==> src/hw/rtl/twcr_pkg.sv <==
`timescale 1ns / 1ps
// ----------------------------------------------------------------------------
// twcr_pkg
// Shared types and constants for the thresholded window region finder.
// ----------------------------------------------------------------------------
package twcr_pkg;

  localparam int HALF_WINDOW_DEF   = 30;
  localparam int POSITION_BITS_DEF = 28;
  localparam int COUNT_BITS_DEF    = 16;

  localparam int SCORE_BITS     = 32;
  localparam int BIN_COUNT_BITS = 16;
  localparam int SUM_BITS       = 22;
  localparam int OUT_POS_BITS   = 28;
  localparam int IN_DATA_BITS   = 48;
  localparam int OUT_DATA_BITS  = 112;

  typedef enum logic [2:0] {
    ST_IDLE,
    ST_RMW,
    ST_FL_RD,
    ST_FL_USE,
    ST_FL_END
  } state_t;

  typedef struct packed {
    logic                           region_valid;
    logic [OUT_POS_BITS-1:0]        region_start;
    logic [OUT_POS_BITS-1:0]        region_end;
    logic signed [SCORE_BITS-1:0]   region_score;
    logic [SUM_BITS-1:0]            window_count;
  } result_t;

endpackage

==> src/hw/rtl/twcr_ram.sv <==
`timescale 1ns / 1ps
// ----------------------------------------------------------------------------
// twcr_ram
// Generic single-write, single-read RAM with registered read data.
// ----------------------------------------------------------------------------
module twcr_ram #(
  parameter int WIDTH = 16,
  parameter int DEPTH = 61
) (
  input  logic                     clk,
  input  logic                     we,
  input  logic [$clog2(DEPTH)-1:0] waddr,
  input  logic [WIDTH-1:0]         wdata,
  input  logic                     re,
  input  logic [$clog2(DEPTH)-1:0] raddr,
  output logic [WIDTH-1:0]         rdata
);

  logic [WIDTH-1:0] mem [DEPTH];

  always_ff @(posedge clk) begin
    if (we) begin
      mem[waddr] <= wdata;
    end
    if (re) begin
      rdata <= mem[raddr];
    end
  end

endmodule

==> src/hw/rtl/thresholded_window_count_regions_top.sv <==
`timescale 1ns / 1ps
// A region is loaded into the output register in the RMW state after its end
// bin is accepted, waiting while that register is full. A bin is taken only when
// idle, after the previous one is read from the rings, modified and written back.
// The last bin walks up to HALF_WINDOW pending centers through the ring memories, then gives the final result.
// Reset (rst, synchronous) clears control, sum, position and threshold; the
// ring memories are not cleared and need no clearing pass.
// ----------------------------------------------------------------------------
// thresholded_window_count_regions_top
// Sliding-window count sum with thresholded region reporting per bin.
// ----------------------------------------------------------------------------
module thresholded_window_count_regions_top #(
  parameter int HALF_WINDOW   = twcr_pkg::HALF_WINDOW_DEF,
  parameter int POSITION_BITS = twcr_pkg::POSITION_BITS_DEF,
  parameter int COUNT_BITS    = twcr_pkg::COUNT_BITS_DEF
) (
  input  logic                                clk,
  input  logic                                rst,
  // threshold write
  input  logic                                cfg_valid,
  output logic                                cfg_ready,
  input  logic [twcr_pkg::SCORE_BITS-1:0]     cfg_data,
  // bins
  input  logic                                s_axis_tvalid,
  output logic                                s_axis_tready,
  // [31:0] bin_score, [47:32] bin_count
  input  logic [twcr_pkg::IN_DATA_BITS-1:0]   s_axis_tdata,
  input  logic                                s_axis_tlast,   // last_bin
  // regions
  output logic                                m_axis_tvalid,
  input  logic                                m_axis_tready,
  // [27:0] region_start, [55:28] region_end, [87:56] region_score,
  // [109:88] window_count, [111:110] zero
  output logic [twcr_pkg::OUT_DATA_BITS-1:0]  m_axis_tdata,
  output logic                                m_axis_tuser,   // region_valid
  output logic                                m_axis_tlast    // run_last
);

  localparam int CD        = 2 * HALF_WINDOW + 1;
  localparam int SD        = HALF_WINDOW + 1;
  localparam int CSLOT_W   = $clog2(CD);
  localparam int SSLOT_W   = $clog2(SD);
  localparam int SUM_W     = twcr_pkg::SUM_BITS;
  localparam int SC_W      = twcr_pkg::SCORE_BITS;
  localparam int OP_W      = twcr_pkg::OUT_POS_BITS;
  localparam int BIN_EXT_W = twcr_pkg::BIN_COUNT_BITS + COUNT_BITS;

  localparam logic [POSITION_BITS-1:0] P_H   = POSITION_BITS'(HALF_WINDOW);
  localparam logic [POSITION_BITS-1:0] P_HM1 = POSITION_BITS'(HALF_WINDOW - 1);
  localparam logic [POSITION_BITS-1:0] P_HP1 = POSITION_BITS'(HALF_WINDOW + 1);
  localparam logic [POSITION_BITS-1:0] P_2H  = POSITION_BITS'(2 * HALF_WINDOW);
  localparam logic [POSITION_BITS-1:0] P_CD  = POSITION_BITS'(CD);
  localparam logic [CSLOT_W-1:0]       C_LAST = CSLOT_W'(CD - 1);
  localparam logic [SSLOT_W-1:0]       S_LAST = SSLOT_W'(SD - 1);

  function automatic logic [CSLOT_W-1:0] cinc(input logic [CSLOT_W-1:0] v);
    return (v == C_LAST) ? '0 : v + CSLOT_W'(1);
  endfunction

  function automatic logic [SSLOT_W-1:0] sinc(input logic [SSLOT_W-1:0] v);
    return (v == S_LAST) ? '0 : v + SSLOT_W'(1);
  endfunction

  function automatic logic [OP_W-1:0] to_out_pos(input logic [POSITION_BITS-1:0] v);
    logic [POSITION_BITS+OP_W-1:0] e;
    e = {{OP_W{1'b0}}, v};
    return e[OP_W-1:0];
  endfunction

  function automatic logic [SUM_W-1:0] to_sum(input logic [COUNT_BITS-1:0] v);
    logic [COUNT_BITS+SUM_W-1:0] e;
    e = {{SUM_W{1'b0}}, v};
    return e[SUM_W-1:0];
  endfunction

  // control and state registers
  twcr_pkg::state_t           state, state_next;
  logic [POSITION_BITS-1:0]   pos;
  logic [CSLOT_W-1:0]         cslot;
  logic [SSLOT_W-1:0]         sslot;
  logic [SUM_W-1:0]           running_sum;
  logic signed [SC_W-1:0]     threshold;

  // request being processed
  logic [SC_W-1:0]            in_score;
  logic [COUNT_BITS-1:0]      in_count;
  logic                       in_last;

  // flush walk
  logic [POSITION_BITS-1:0]   fc;
  logic [SSLOT_W-1:0]         fs_slot;
  logic [CSLOT_W-1:0]         fj_slot;
  logic [SUM_W-1:0]           fw;

  // held result (last bin only) and output register
  logic                       held_v;
  twcr_pkg::result_t          held;
  logic                       out_v;
  twcr_pkg::result_t          out_res;
  logic                       out_last;

  // memory ports
  logic                       mem_re;
  logic                       mem_we;
  logic [CSLOT_W-1:0]         c_raddr;
  logic [SSLOT_W-1:0]         s_raddr;
  logic [COUNT_BITS-1:0]      c_rdata;
  logic [SC_W-1:0]            s_rdata;

  // datapath
  logic                       in_accept;
  logic                       out_free;
  logic                       out_load;
  logic                       go;
  logic [COUNT_BITS-1:0]      bin_count_m;
  logic [BIN_EXT_W-1:0]       bin_count_ext;
  logic [SUM_W-1:0]           sum_new;
  logic                       passes;
  logic                       rmw_hit;
  twcr_pkg::result_t          rmw_res;
  logic [POSITION_BITS-1:0]   c0;
  logic                       fl_sub;
  logic [SUM_W-1:0]           fw_new;
  twcr_pkg::result_t          fl_res;
  twcr_pkg::result_t          marker;

  assign cfg_ready     = 1'b1;
  assign s_axis_tready = (state == twcr_pkg::ST_IDLE);
  assign in_accept     = s_axis_tvalid && s_axis_tready;
  assign out_free      = !out_v || m_axis_tready;

  assign bin_count_ext = {{COUNT_BITS{1'b0}}, s_axis_tdata[47:32]};
  assign bin_count_m   = bin_count_ext[COUNT_BITS-1:0];

  assign passes = $signed(s_rdata) > threshold;

  // new window sum for the bin in flight
  always_comb begin
    sum_new = running_sum + to_sum(in_count);
    if (pos >= P_CD) begin
      sum_new = sum_new - to_sum(c_rdata);
    end
  end

  // region whose end bin is the current bin
  assign rmw_hit = (pos >= P_H) && passes;
  always_comb begin
    rmw_res.region_valid = 1'b1;
    rmw_res.region_start = (pos >= P_2H) ? to_out_pos(pos - P_2H) : '0;
    rmw_res.region_end   = to_out_pos(pos);
    rmw_res.region_score = $signed(s_rdata);
    rmw_res.window_count = sum_new;
  end

  assign c0 = (pos >= P_HM1) ? pos - P_HM1 : '0;

  // flush step for center fc
  assign fl_sub = (fc >= P_HP1);
  assign fw_new = fl_sub ? fw - to_sum(c_rdata) : fw;
  always_comb begin
    fl_res.region_valid = 1'b1;
    fl_res.region_start = (fc >= P_H) ? to_out_pos(fc - P_H) : '0;
    fl_res.region_end   = to_out_pos(pos);
    fl_res.region_score = $signed(s_rdata);
    fl_res.window_count = fw_new;
  end

  assign marker = '0;

  // load the output register with a fresh region or the final result
  assign out_load = ((state == twcr_pkg::ST_RMW) && go && !in_last && rmw_hit) ||
                    ((state == twcr_pkg::ST_FL_USE) && go && passes && held_v) ||
                    ((state == twcr_pkg::ST_FL_END) && go);

  // next state and memory control
  always_comb begin
    state_next = state;
    go         = 1'b0;
    mem_re     = 1'b0;
    mem_we     = 1'b0;
    c_raddr    = cslot;
    s_raddr    = sinc(sslot);
    unique case (state)
      twcr_pkg::ST_IDLE: begin
        mem_re = in_accept;
        if (in_accept) begin
          state_next = twcr_pkg::ST_RMW;
        end
      end
      twcr_pkg::ST_RMW: begin
        go     = in_last || !rmw_hit || out_free;
        mem_we = go;
        if (go) begin
          state_next = in_last ? twcr_pkg::ST_FL_RD : twcr_pkg::ST_IDLE;
        end
      end
      twcr_pkg::ST_FL_RD: begin
        mem_re     = 1'b1;
        c_raddr    = fj_slot;
        s_raddr    = fs_slot;
        state_next = twcr_pkg::ST_FL_USE;
      end
      twcr_pkg::ST_FL_USE: begin
        go = !(passes && held_v && !out_free);
        if (go) begin
          state_next = (fc == pos) ? twcr_pkg::ST_FL_END : twcr_pkg::ST_FL_RD;
        end
      end
      twcr_pkg::ST_FL_END: begin
        go = out_free;
        if (go) begin
          state_next = twcr_pkg::ST_IDLE;
        end
      end
      default: begin
        state_next = twcr_pkg::ST_IDLE;
      end
    endcase
  end

  always_ff @(posedge clk) begin
    if (rst) begin
      state <= twcr_pkg::ST_IDLE;
    end else begin
      state <= state_next;
    end
  end

  always_ff @(posedge clk) begin
    if (rst) begin
      threshold <= '0;
    end else if (cfg_valid && cfg_ready) begin
      threshold <= $signed(cfg_data);
    end
  end

  // latch the request
  always_ff @(posedge clk) begin
    if (in_accept) begin
      in_score <= s_axis_tdata[31:0];
      in_count <= bin_count_m;
      in_last  <= s_axis_tlast;
    end
  end

  // position, slots, sum, held result, output register
  always_ff @(posedge clk) begin
    if (rst) begin
      pos         <= '0;
      cslot       <= '0;
      sslot       <= '0;
      running_sum <= '0;
      held_v      <= 1'b0;
      out_v       <= 1'b0;
    end else begin
      if (out_load) begin
        out_v <= 1'b1;
      end else if (m_axis_tready) begin
        out_v <= 1'b0;
      end
      unique case (state)
        twcr_pkg::ST_RMW: begin
          if (go) begin
            running_sum <= sum_new;
            if (in_last) begin
              held_v  <= rmw_hit;
              fc      <= c0;
              fs_slot <= (pos >= P_HM1) ? sinc(sinc(sslot)) : '0;
              fj_slot <= (pos >= P_2H) ? cinc(cslot) : '0;
              fw      <= sum_new;
            end else begin
              if (rmw_hit) begin
                out_last <= 1'b0;
              end
              // advance; restart slot counters when the position wraps
              pos <= pos + POSITION_BITS'(1);
              if (pos == '1) begin
                cslot <= '0;
                sslot <= '0;
              end else begin
                cslot <= cinc(cslot);
                sslot <= sinc(sslot);
              end
            end
          end
        end
        twcr_pkg::ST_FL_USE: begin
          if (go) begin
            fw      <= fw_new;
            fc      <= fc + POSITION_BITS'(1);
            fs_slot <= sinc(fs_slot);
            if (fl_sub) begin
              fj_slot <= cinc(fj_slot);
            end
            if (passes) begin
              held_v <= 1'b1;
              if (held_v) begin
                out_last <= 1'b0;
              end
            end
          end
        end
        twcr_pkg::ST_FL_END: begin
          if (go) begin
            out_last    <= 1'b1;
            held_v      <= 1'b0;
            running_sum <= '0;
            pos         <= '0;
            cslot       <= '0;
            sslot       <= '0;
          end
        end
        default: begin
        end
      endcase
    end
  end

  // result payloads
  always_ff @(posedge clk) begin
    unique case (state)
      twcr_pkg::ST_RMW: begin
        if (go) begin
          if (in_last) begin
            held <= rmw_res;
          end else if (rmw_hit) begin
            out_res <= rmw_res;
          end
        end
      end
      twcr_pkg::ST_FL_USE: begin
        if (go && passes) begin
          held <= fl_res;
          if (held_v) begin
            out_res <= held;
          end
        end
      end
      twcr_pkg::ST_FL_END: begin
        if (go) begin
          out_res <= held_v ? held : marker;
        end
      end
      default: begin
      end
    endcase
  end

  twcr_ram #(
    .WIDTH (COUNT_BITS),
    .DEPTH (CD)
  ) u_count_ring (
    .clk   (clk),
    .we    (mem_we),
    .waddr (cslot),
    .wdata (in_count),
    .re    (mem_re),
    .raddr (c_raddr),
    .rdata (c_rdata)
  );

  twcr_ram #(
    .WIDTH (SC_W),
    .DEPTH (SD)
  ) u_score_ring (
    .clk   (clk),
    .we    (mem_we),
    .waddr (sslot),
    .wdata (in_score),
    .re    (mem_re),
    .raddr (s_raddr),
    .rdata (s_rdata)
  );

  assign m_axis_tvalid = out_v;
  assign m_axis_tuser  = out_res.region_valid;
  assign m_axis_tlast  = out_last;
  assign m_axis_tdata  = {2'b00, out_res.window_count, out_res.region_score,
                          out_res.region_end, out_res.region_start};

endmodule
==> config.mk <==
export PLATFORM = sky130hd
export DESIGN_NAME = thresholded_window_count_regions_top
export DESIGN_NICKNAME = d
export VERILOG_FILES = /design/src/hw/rtl/twcr_pkg.sv /design/src/hw/rtl/twcr_ram.sv /design/src/hw/rtl/thresholded_window_count_regions_top.sv
export SDC_FILE = /design/constraint.sdc
export NUM_CORES = 2
export LEC_CHECK = 0
export BUFFER_PORTS_ARGS = -buffer_cell sky130_fd_sc_hd__buf_2
export CAP_MARGIN = 25
export CORE_UTILIZATION = 50
export DETAILED_ROUTE_END_ITERATION = 6
export PLACE_DENSITY = 0.7
export SLEW_MARGIN = 25
export SYNTH_ARGS = -nofsm -noshare
export SYNTH_HDL_FRONTEND = slang
export SYNTH_HIERARCHICAL = 1
export SYNTH_SLANG_ARGS = --single-unit
==> constraint.sdc <==
create_clock -name clk -period 11.2 [get_ports clk]
set_input_delay 2.24 -clock clk [delete_from_list [all_inputs] [get_ports clk]]
set_output_delay 2.24 -clock clk [all_outputs]
set_load 0.01 [all_outputs]
# After elaboration in Yosys (flattened, before gate mapping)

Memories as Yosys holds them, arrays and structs flattened. A register that Yosys moved wholly into a read port is not among the register bits.
Cells that the tools add are included.
Widths: inputs -> output; s select.

Input port bits: 86
Bits in registers: 431
Memories: 2
Output and inout port bits: 117
Memory bits (writable): 1968

Mux-type cells: 88
Eq/ne operators: 25
Magnitude comparators: 7
Reductions and logical operators: 36
Bitwise logic cells: 1
$add $sub $neg: 13

Memory list:

| name             | depth | bits a word | read ports | clocked after Yosys merged registers in | write ports | RTL line       | text |
|---|---|---|---|---|---|---|---|
| u_score_ring.mem | 31    | 32          | 1          | 1                                       | 1           | twcr_ram.sv:19 | `logic [WIDTH-1:0] mem [DEPTH];` |
| u_count_ring.mem | 61    | 16          | 1          | 1                                       | 1           | twcr_ram.sv:19 |  |

Operators by type and width:

| operator              | count |
|---|---|
| $mux 111              | 10 |
| $pmux 111 s3          | 1 |
| $mux 28               | 9 |
| $pmux 111 s2          | 1 |
| $mux 22               | 7 |
| $ge 28x5->1 const B   | 4 |
| $pmux 28 s2           | 2 |
| $pmux 22 s2           | 2 |
| $mux 6                | 12 |
| $mux 5                | 12 |
| $add 28x1->28 const B | 2 |
| $ge 28x6->1 const B   | 2 |
| $sub 28x5->28 const B | 2 |
| $sub 22x16->22        | 2 |
| $gt 32x32->1          | 1 |
| $eq 28x28->1          | 1 |
| $eq 28x28->1 const B  | 1 |
| $sub 28x6->28 const B | 1 |
| $pmux 6 s2            | 2 |
| $add 22x16->22        | 1 |
| $ne 2x2->1 const B    | 11 |
| $pmux 5 s2            | 2 |
| $mux 1                | 17 |
| $add 5x1->5 const B   | 3 |
| 25 further kinds      | 62 |

# Logic depth before layout (Yosys ltp)

Depth after elaboration: 12
Mapped depth: 19

# Modules after synthesis

The synthesis kept the hierarchy.

Modules (own cells, without submodules):

| module                               | cells each | area an instance (µm²) | times used |
|---|---|---|---|
| twcr_ram at u_score_ring             | 1915       | 39006.2                | 1 |
| twcr_ram at u_count_ring             | 1674       | 38117.8                | 1 |
| thresholded_window_count_regions_top | 2099       | 22517.8                | 1 |

# Least setup slack after synthesis

OpenSTA, ideal clock, no wires.

Path kind: input -> register
From: input port m_axis_tready
To: register held[0] (netlist bit), enable pin
Arrival: 10.036 ns
Path slack: 0.450 ns
Cell stages on the path: 3
Path through: nand2b_1 > nor3_1 > nor3_1

Cells in the longest elaborated chain, start to end: 8
Elaborated cells on any way between the ends: 10

Ends and longest elaborated chain:

| item                           | RTL line                                    | text |
|---|---|---|
| from (decl)                    | thresholded_window_count_regions_top.sv:31  | `input logic m_axis_tready,` |
| $logic_or 1x1->1 (*)           | thresholded_window_count_regions_top.sv:130 | `assign out_free = !out_v \|\| m_axis_tready;` |
| $logic_not 1->1                | thresholded_window_count_regions_top.sv:204 | `go = !(passes && held_v && !out_free);` |
| $logic_and 1x1->1              | thresholded_window_count_regions_top.sv:204 |  |
| $logic_not 1->1                | thresholded_window_count_regions_top.sv:204 |  |
| $pmux 1 s3 (*)                 | thresholded_window_count_regions_top.sv:183 | `unique case (state)` |
| $logic_and 1x1->1              | thresholded_window_count_regions_top.sv:332 | `if (go && passes) begin` |
| $ne 2x1->1 (no line)           | n/a                                         |  |
| $reduce_and 4->1 (no line) (*) | n/a                                         |  |
| to (signal assigned)           | thresholded_window_count_regions_top.sv:325 | `held <= rmw_res;` |
| to (signal assigned)           | thresholded_window_count_regions_top.sv:333 | `held <= fl_res;` |
| to (decl)                      | thresholded_window_count_regions_top.sv:97  | `twcr_pkg::result_t held;` |

Every way passes the cells marked *; elsewhere a longest branch is shown, timed or not.
A chain may end at the register's enable or synchronous reset.

# Final worst setup path

From: register in_count[2]
To: register held[19] (netlist bit) (data pin)

Cells in the longest elaborated chain, start to end: 6

Ends and longest elaborated chain:

| item                   | RTL line                                    | text |
|---|---|---|
| from (decl)            | thresholded_window_count_regions_top.sv:86  | `logic [COUNT_BITS-1:0] in_count;` |
| from (signal assigned) | thresholded_window_count_regions_top.sv:241 | `in_count <= bin_count_m;` |
| $add 22x16->22 (*)     | thresholded_window_count_regions_top.sv:139 | `sum_new = running_sum + to_sum(in_count);` |
| $sub 22x16->22         | thresholded_window_count_regions_top.sv:141 | `sum_new = sum_new - to_sum(c_rdata);` |
| $mux 22 (*)            | thresholded_window_count_regions_top.sv:140 | `if (pos >= P_CD) begin` |
| $mux 111 (*)           | thresholded_window_count_regions_top.sv:324 | `if (in_last) begin` |
| $mux 111 (*)           | thresholded_window_count_regions_top.sv:323 | `if (go) begin` |
| $pmux 111 s2 (*)       | thresholded_window_count_regions_top.sv:321 | `unique case (state)` |

Every way passes the cells marked *; elsewhere a longest branch is shown, timed or not. The select of a mux whose other input is x is not followed.

==> results.sh <==
export IMPL_antenna_left=0
export IMPL_worstRegToRegCells=18
export IMPL_drc_errors=0
export IMPL_rows=163
export IMPL_cp_arrival_ns=6.05
export IMPL_fin_crit_ns=5.48
export IMPL_gp_congestion=0.901
export IMPL_fin_tns_setup_ns=0
export IMPL_reg2reg_to="held[19]$_DFFE_PP_"
export IMPL_drtPass1Iterations=7
export IMPL_report_final_slew_viol_count=0
export IMPL_critPathMaxFanout=62
export IMPL_drive_gt1_share_pct=19.3
export IMPL_final_setup_viol_count=0
export IMPL_cts_tree="built"
export IMPL_cts_resized=0
export IMPL_vias=54300
export IMPL_ir_worst_vdd_v=0.000166
export IMPL_worst_pin_slew_ns=1.05
export IMPL_clk_latency_ns=0.89
export IMPL_hold_buffers=0
export IMPL_fin_nets=6183
export IMPL_p_total_w=0.0199
export IMPL_p_per_area_nw_per_um2=178
export IMPL_worstPathRequired_ns=11.77
export IMPL_cts_num_sinks=2446
export IMPL_hold_viol=0
export IMPL_io_pins=203
export IMPL_min_path_type="flop to flop"
export IMPL_path_cells="buf_4, ha_1, a211oi_1, o21ai_0, a41oi_1, nand3_1, and2_1, ha_1, nand4_1, a211oi_1, o31ai_1, a21oi_1, o41ai_1, nand3_1, nand3_1, o21ai_1, xnor2_1, a21oi_1"
export IMPL_die_area_um2=201000
export IMPL_startpoint_type="flop"
export IMPL_synthArstFlopShare_pct=0
export IMPL_slowest_delay_ns=0.62
export IMPL_r2r_slack_ns=5.72
export IMPL_dp_hpwl_mm=156
export IMPL_synthesis_area_um2=99600
export IMPL_die_h_um=448
export IMPL_synth_edf_count=2348
export IMPL_ys_seq_elements=2446
export IMPL_die_x_um=448
export IMPL_yosysSeqAreaShare_pct=72.7
export IMPL_drt_iter0_markers=6353
export IMPL_netlist_instances=5688
export IMPL_grt_busiest_layer="met2"
export IMPL_grt_pass1_wl_mm=359
export IMPL_h_tree_depth=4
export IMPL_cts_path_max_buffers=3
export IMPL_cts_root_buf="clkbuf_16"
export IMPL_status="finished clean"
export IMPL_grt_pass1_vias=53000
export IMPL_slew_headroom_pct=29.4
export IMPL_clk_pin_slew_ns=0.06
export IMPL_fmax_mhz=182
export IMPL_drv_cap=0
export IMPL_met3_usage_pct=4.01
export IMPL_rr_startpoint="in_count[2]$_DFFE_PP_"
export IMPL_yosysWarnings=6
export IMPL_cp_endpoint="held[19]$_DFFE_PP_"
export IMPL_track_usage_pct=24.5
export IMPL_antenna_found_initial=9
export IMPL_critical_path_endpoint_type="flop"
export IMPL_post_cts_setup_buffer_count=0
export IMPL_wl_mm=248
export IMPL_grt_ovfl_total=0
export IMPL_vias_per_cell=6.14
export IMPL_coreArea_um2=198000
export IMPL_ys_types=90
export IMPL_area_growth_pct=12.6
export IMPL_p_leak_nw=37.0
export IMPL_wire_per_inst_um=28.1
export IMPL_period_share_pct=48.9
export IMPL_cts_made_buffers=234
export IMPL_crit_type="flop to flop"
export IMPL_final_util_pct=56.8
export IMPL_initial_utilization_pct=50.4
export IMPL_port_buffers=199
export IMPL_worstSetupStartpoint="in_count[2]$_DFFE_PP_"
export IMPL_final_setup_skew_ns=0.0619
export IMPL_gr_usage_met2_pct=39.6
export IMPL_rsz0062_at_grt="false"
export IMPL_n_fill_cell=14600
export IMPL_grtUsageMet1_pct=33.9
export IMPL_slowest_stage="o41ai_1"
export IMPL_grt_max_degree=116
export IMPL_synth_avg_cell_area_um2=17.5
export IMPL_critPathMostFrequentCell="nand3_1"
export IMPL_ys_flop_type="edfxtp_1"
-- critical path: cells and delay by family (launching register included) --
kind / cells / cell delay, ns
AND/OR/NAND/NOR: 5 / 0.82
AO/OA/AOI/OAI: 9 / 2.32
buffers and inverters: 1 / 0.58
XOR/XNOR: 1 / 0.32
adder cells (fa/ha/maj): 2 / 0.77
flip-flops: 1 / 0.32
-- worst min path at each step --
stage | from | endpoint | slack (ns) | cells after the start
3_5_place_dp | u_score_ring/rdata[0]$_DFFE_PP_ | held[22]$_DFFE_PP_ | 0.45 | 0
2_1_floorplan | pos[24]$_SDFFE_PP0P_ | held[78]$_DFFE_PP_ | 0.40 | 0
6_report | u_score_ring/rdata[0]$_DFFE_PP_ | held[22]$_DFFE_PP_ | 0.46 | 0
4_1_cts | u_score_ring/rdata[0]$_DFFE_PP_ | held[22]$_DFFE_PP_ | 0.46 | 0
3_3_place_gp | u_score_ring/rdata[0]$_DFFE_PP_ | held[22]$_DFFE_PP_ | 0.43 | 0
5_1_grt | u_score_ring/rdata[0]$_DFFE_PP_ | held[22]$_DFFE_PP_ | 0.47 | 0
-- logic make-up after synthesis --
kind of cell             count (synthesis)  share of synthesized area, %
AND/OR/NAND/NOR                        939                          4.44
buffers and inverters                  408                          2.03
adder cells (fa/ha/maj)                101                          1.29
flip-flops                            2446                          72.7
multiplexers                           767                          12.2
other                                    2                       0.00754
AO/OA/AOI/OAI                          814                          5.40
XOR/XNOR                               211                          1.85
-- flip-flops by register name, summed over array words and instances (netlist names), 16 cells and up --
register,count
in_score,32
u_score_ring/rdata,32
u_score_ring/mem,992
fw,22
fc,28
u_count_ring/mem,976
pos,28
in_count,16
threshold,32
u_count_ring/rdata,16
running_sum,22
m_axis_tdata,110
held,110
-- report_power, final --
part,internal (W),leakage (nW),switching [W]
sequential,0.0102,22.1,0.000100
clock,0.00431,3.64,0.00344
combinational,0.000684,11.3,0.00115
total,0.0152,37.0,0.00470
-- layer usage --
layer  vias to the layer above  wire length [um]
met5                         -                 9
met4                         2              8880
met3                       427             19900
met2                      2569            121000
met1                     27900             98800
li1                      23400                 -
-- cells in the mapped netlist (88+ instances only) --
master    number  share of area, %
o22ai_1      162               1.0
edfxtp_1    2348                71
ha_1          98               1.2
nand2_1      262              0.99
xnor2_1      123               1.1
xor2_1        88              0.77
o21ai_0      161              0.81
mux4_2       356               8.0
nor2_1       276               1.0
nand3_1      104              0.52
mux2i_1      380               3.8
clkbuf_1     158              0.60
dfxtp_1       98               2.0
a21oi_1      126              0.63
-- area by class of cell --
cell class / count / area (um^2) / area share [%]
Tap cell: 2640 / 3300 / 2.94
Timing Repair Buffer: 396 / 2950 / 2.63
Clock buffer: 284 / 6050 / 5.40
Clock inverter: 151 / 1530 / 1.36
Antenna cell: 7 / 17.5 / 0.0156
Inverter: 83 / 313 / 0.279
Multi-Input combinational cell: 2835 / 25600 / 22.8
Sequential cell: 2446 / 72500 / 64.6
-- cells in the final DEF (no fill, tap or decap), types with 32 or more instances in the layout --
cell and instances:
a211oi_1 32, a21o_1 34, a21oi_1 126, a221oi_1 33, a22o_1 61, buf_2 198, buf_4 158, clkbuf_1 49
clkbuf_16 234, clkinv_1 56, clkinv_2 40, dfxtp_1 98, edfxtp_1 2348, ha_1 98, inv_1 81, mux2i_1 380
mux4_2 356, nand2_1 259, nand3_1 104, nor2_1 243, nor2_4 33, nor2b_1 33, nor3_1 54, nor4_1 41
o211ai_1 37, o21ai_0 157, o22ai_1 162, xnor2_1 123, xor2_1 88
-- per-stage QoR --
step	setup WS, ns	cells	hold WS [ns]	instance area, um^2
3_5_place_dp	5.33	8387	0.448	104000
5_1_grt	5.34	8839	0.470	112000
3_3_place_gp	5.41	8366	0.431	104000
4_1_cts	5.83	8822	0.464	112000
2_1_floorplan	0.450	5689	0.403	99600
6_report	5.72	8842	0.460	112000
No activity file was read; power rests on OpenSTA's default activity.
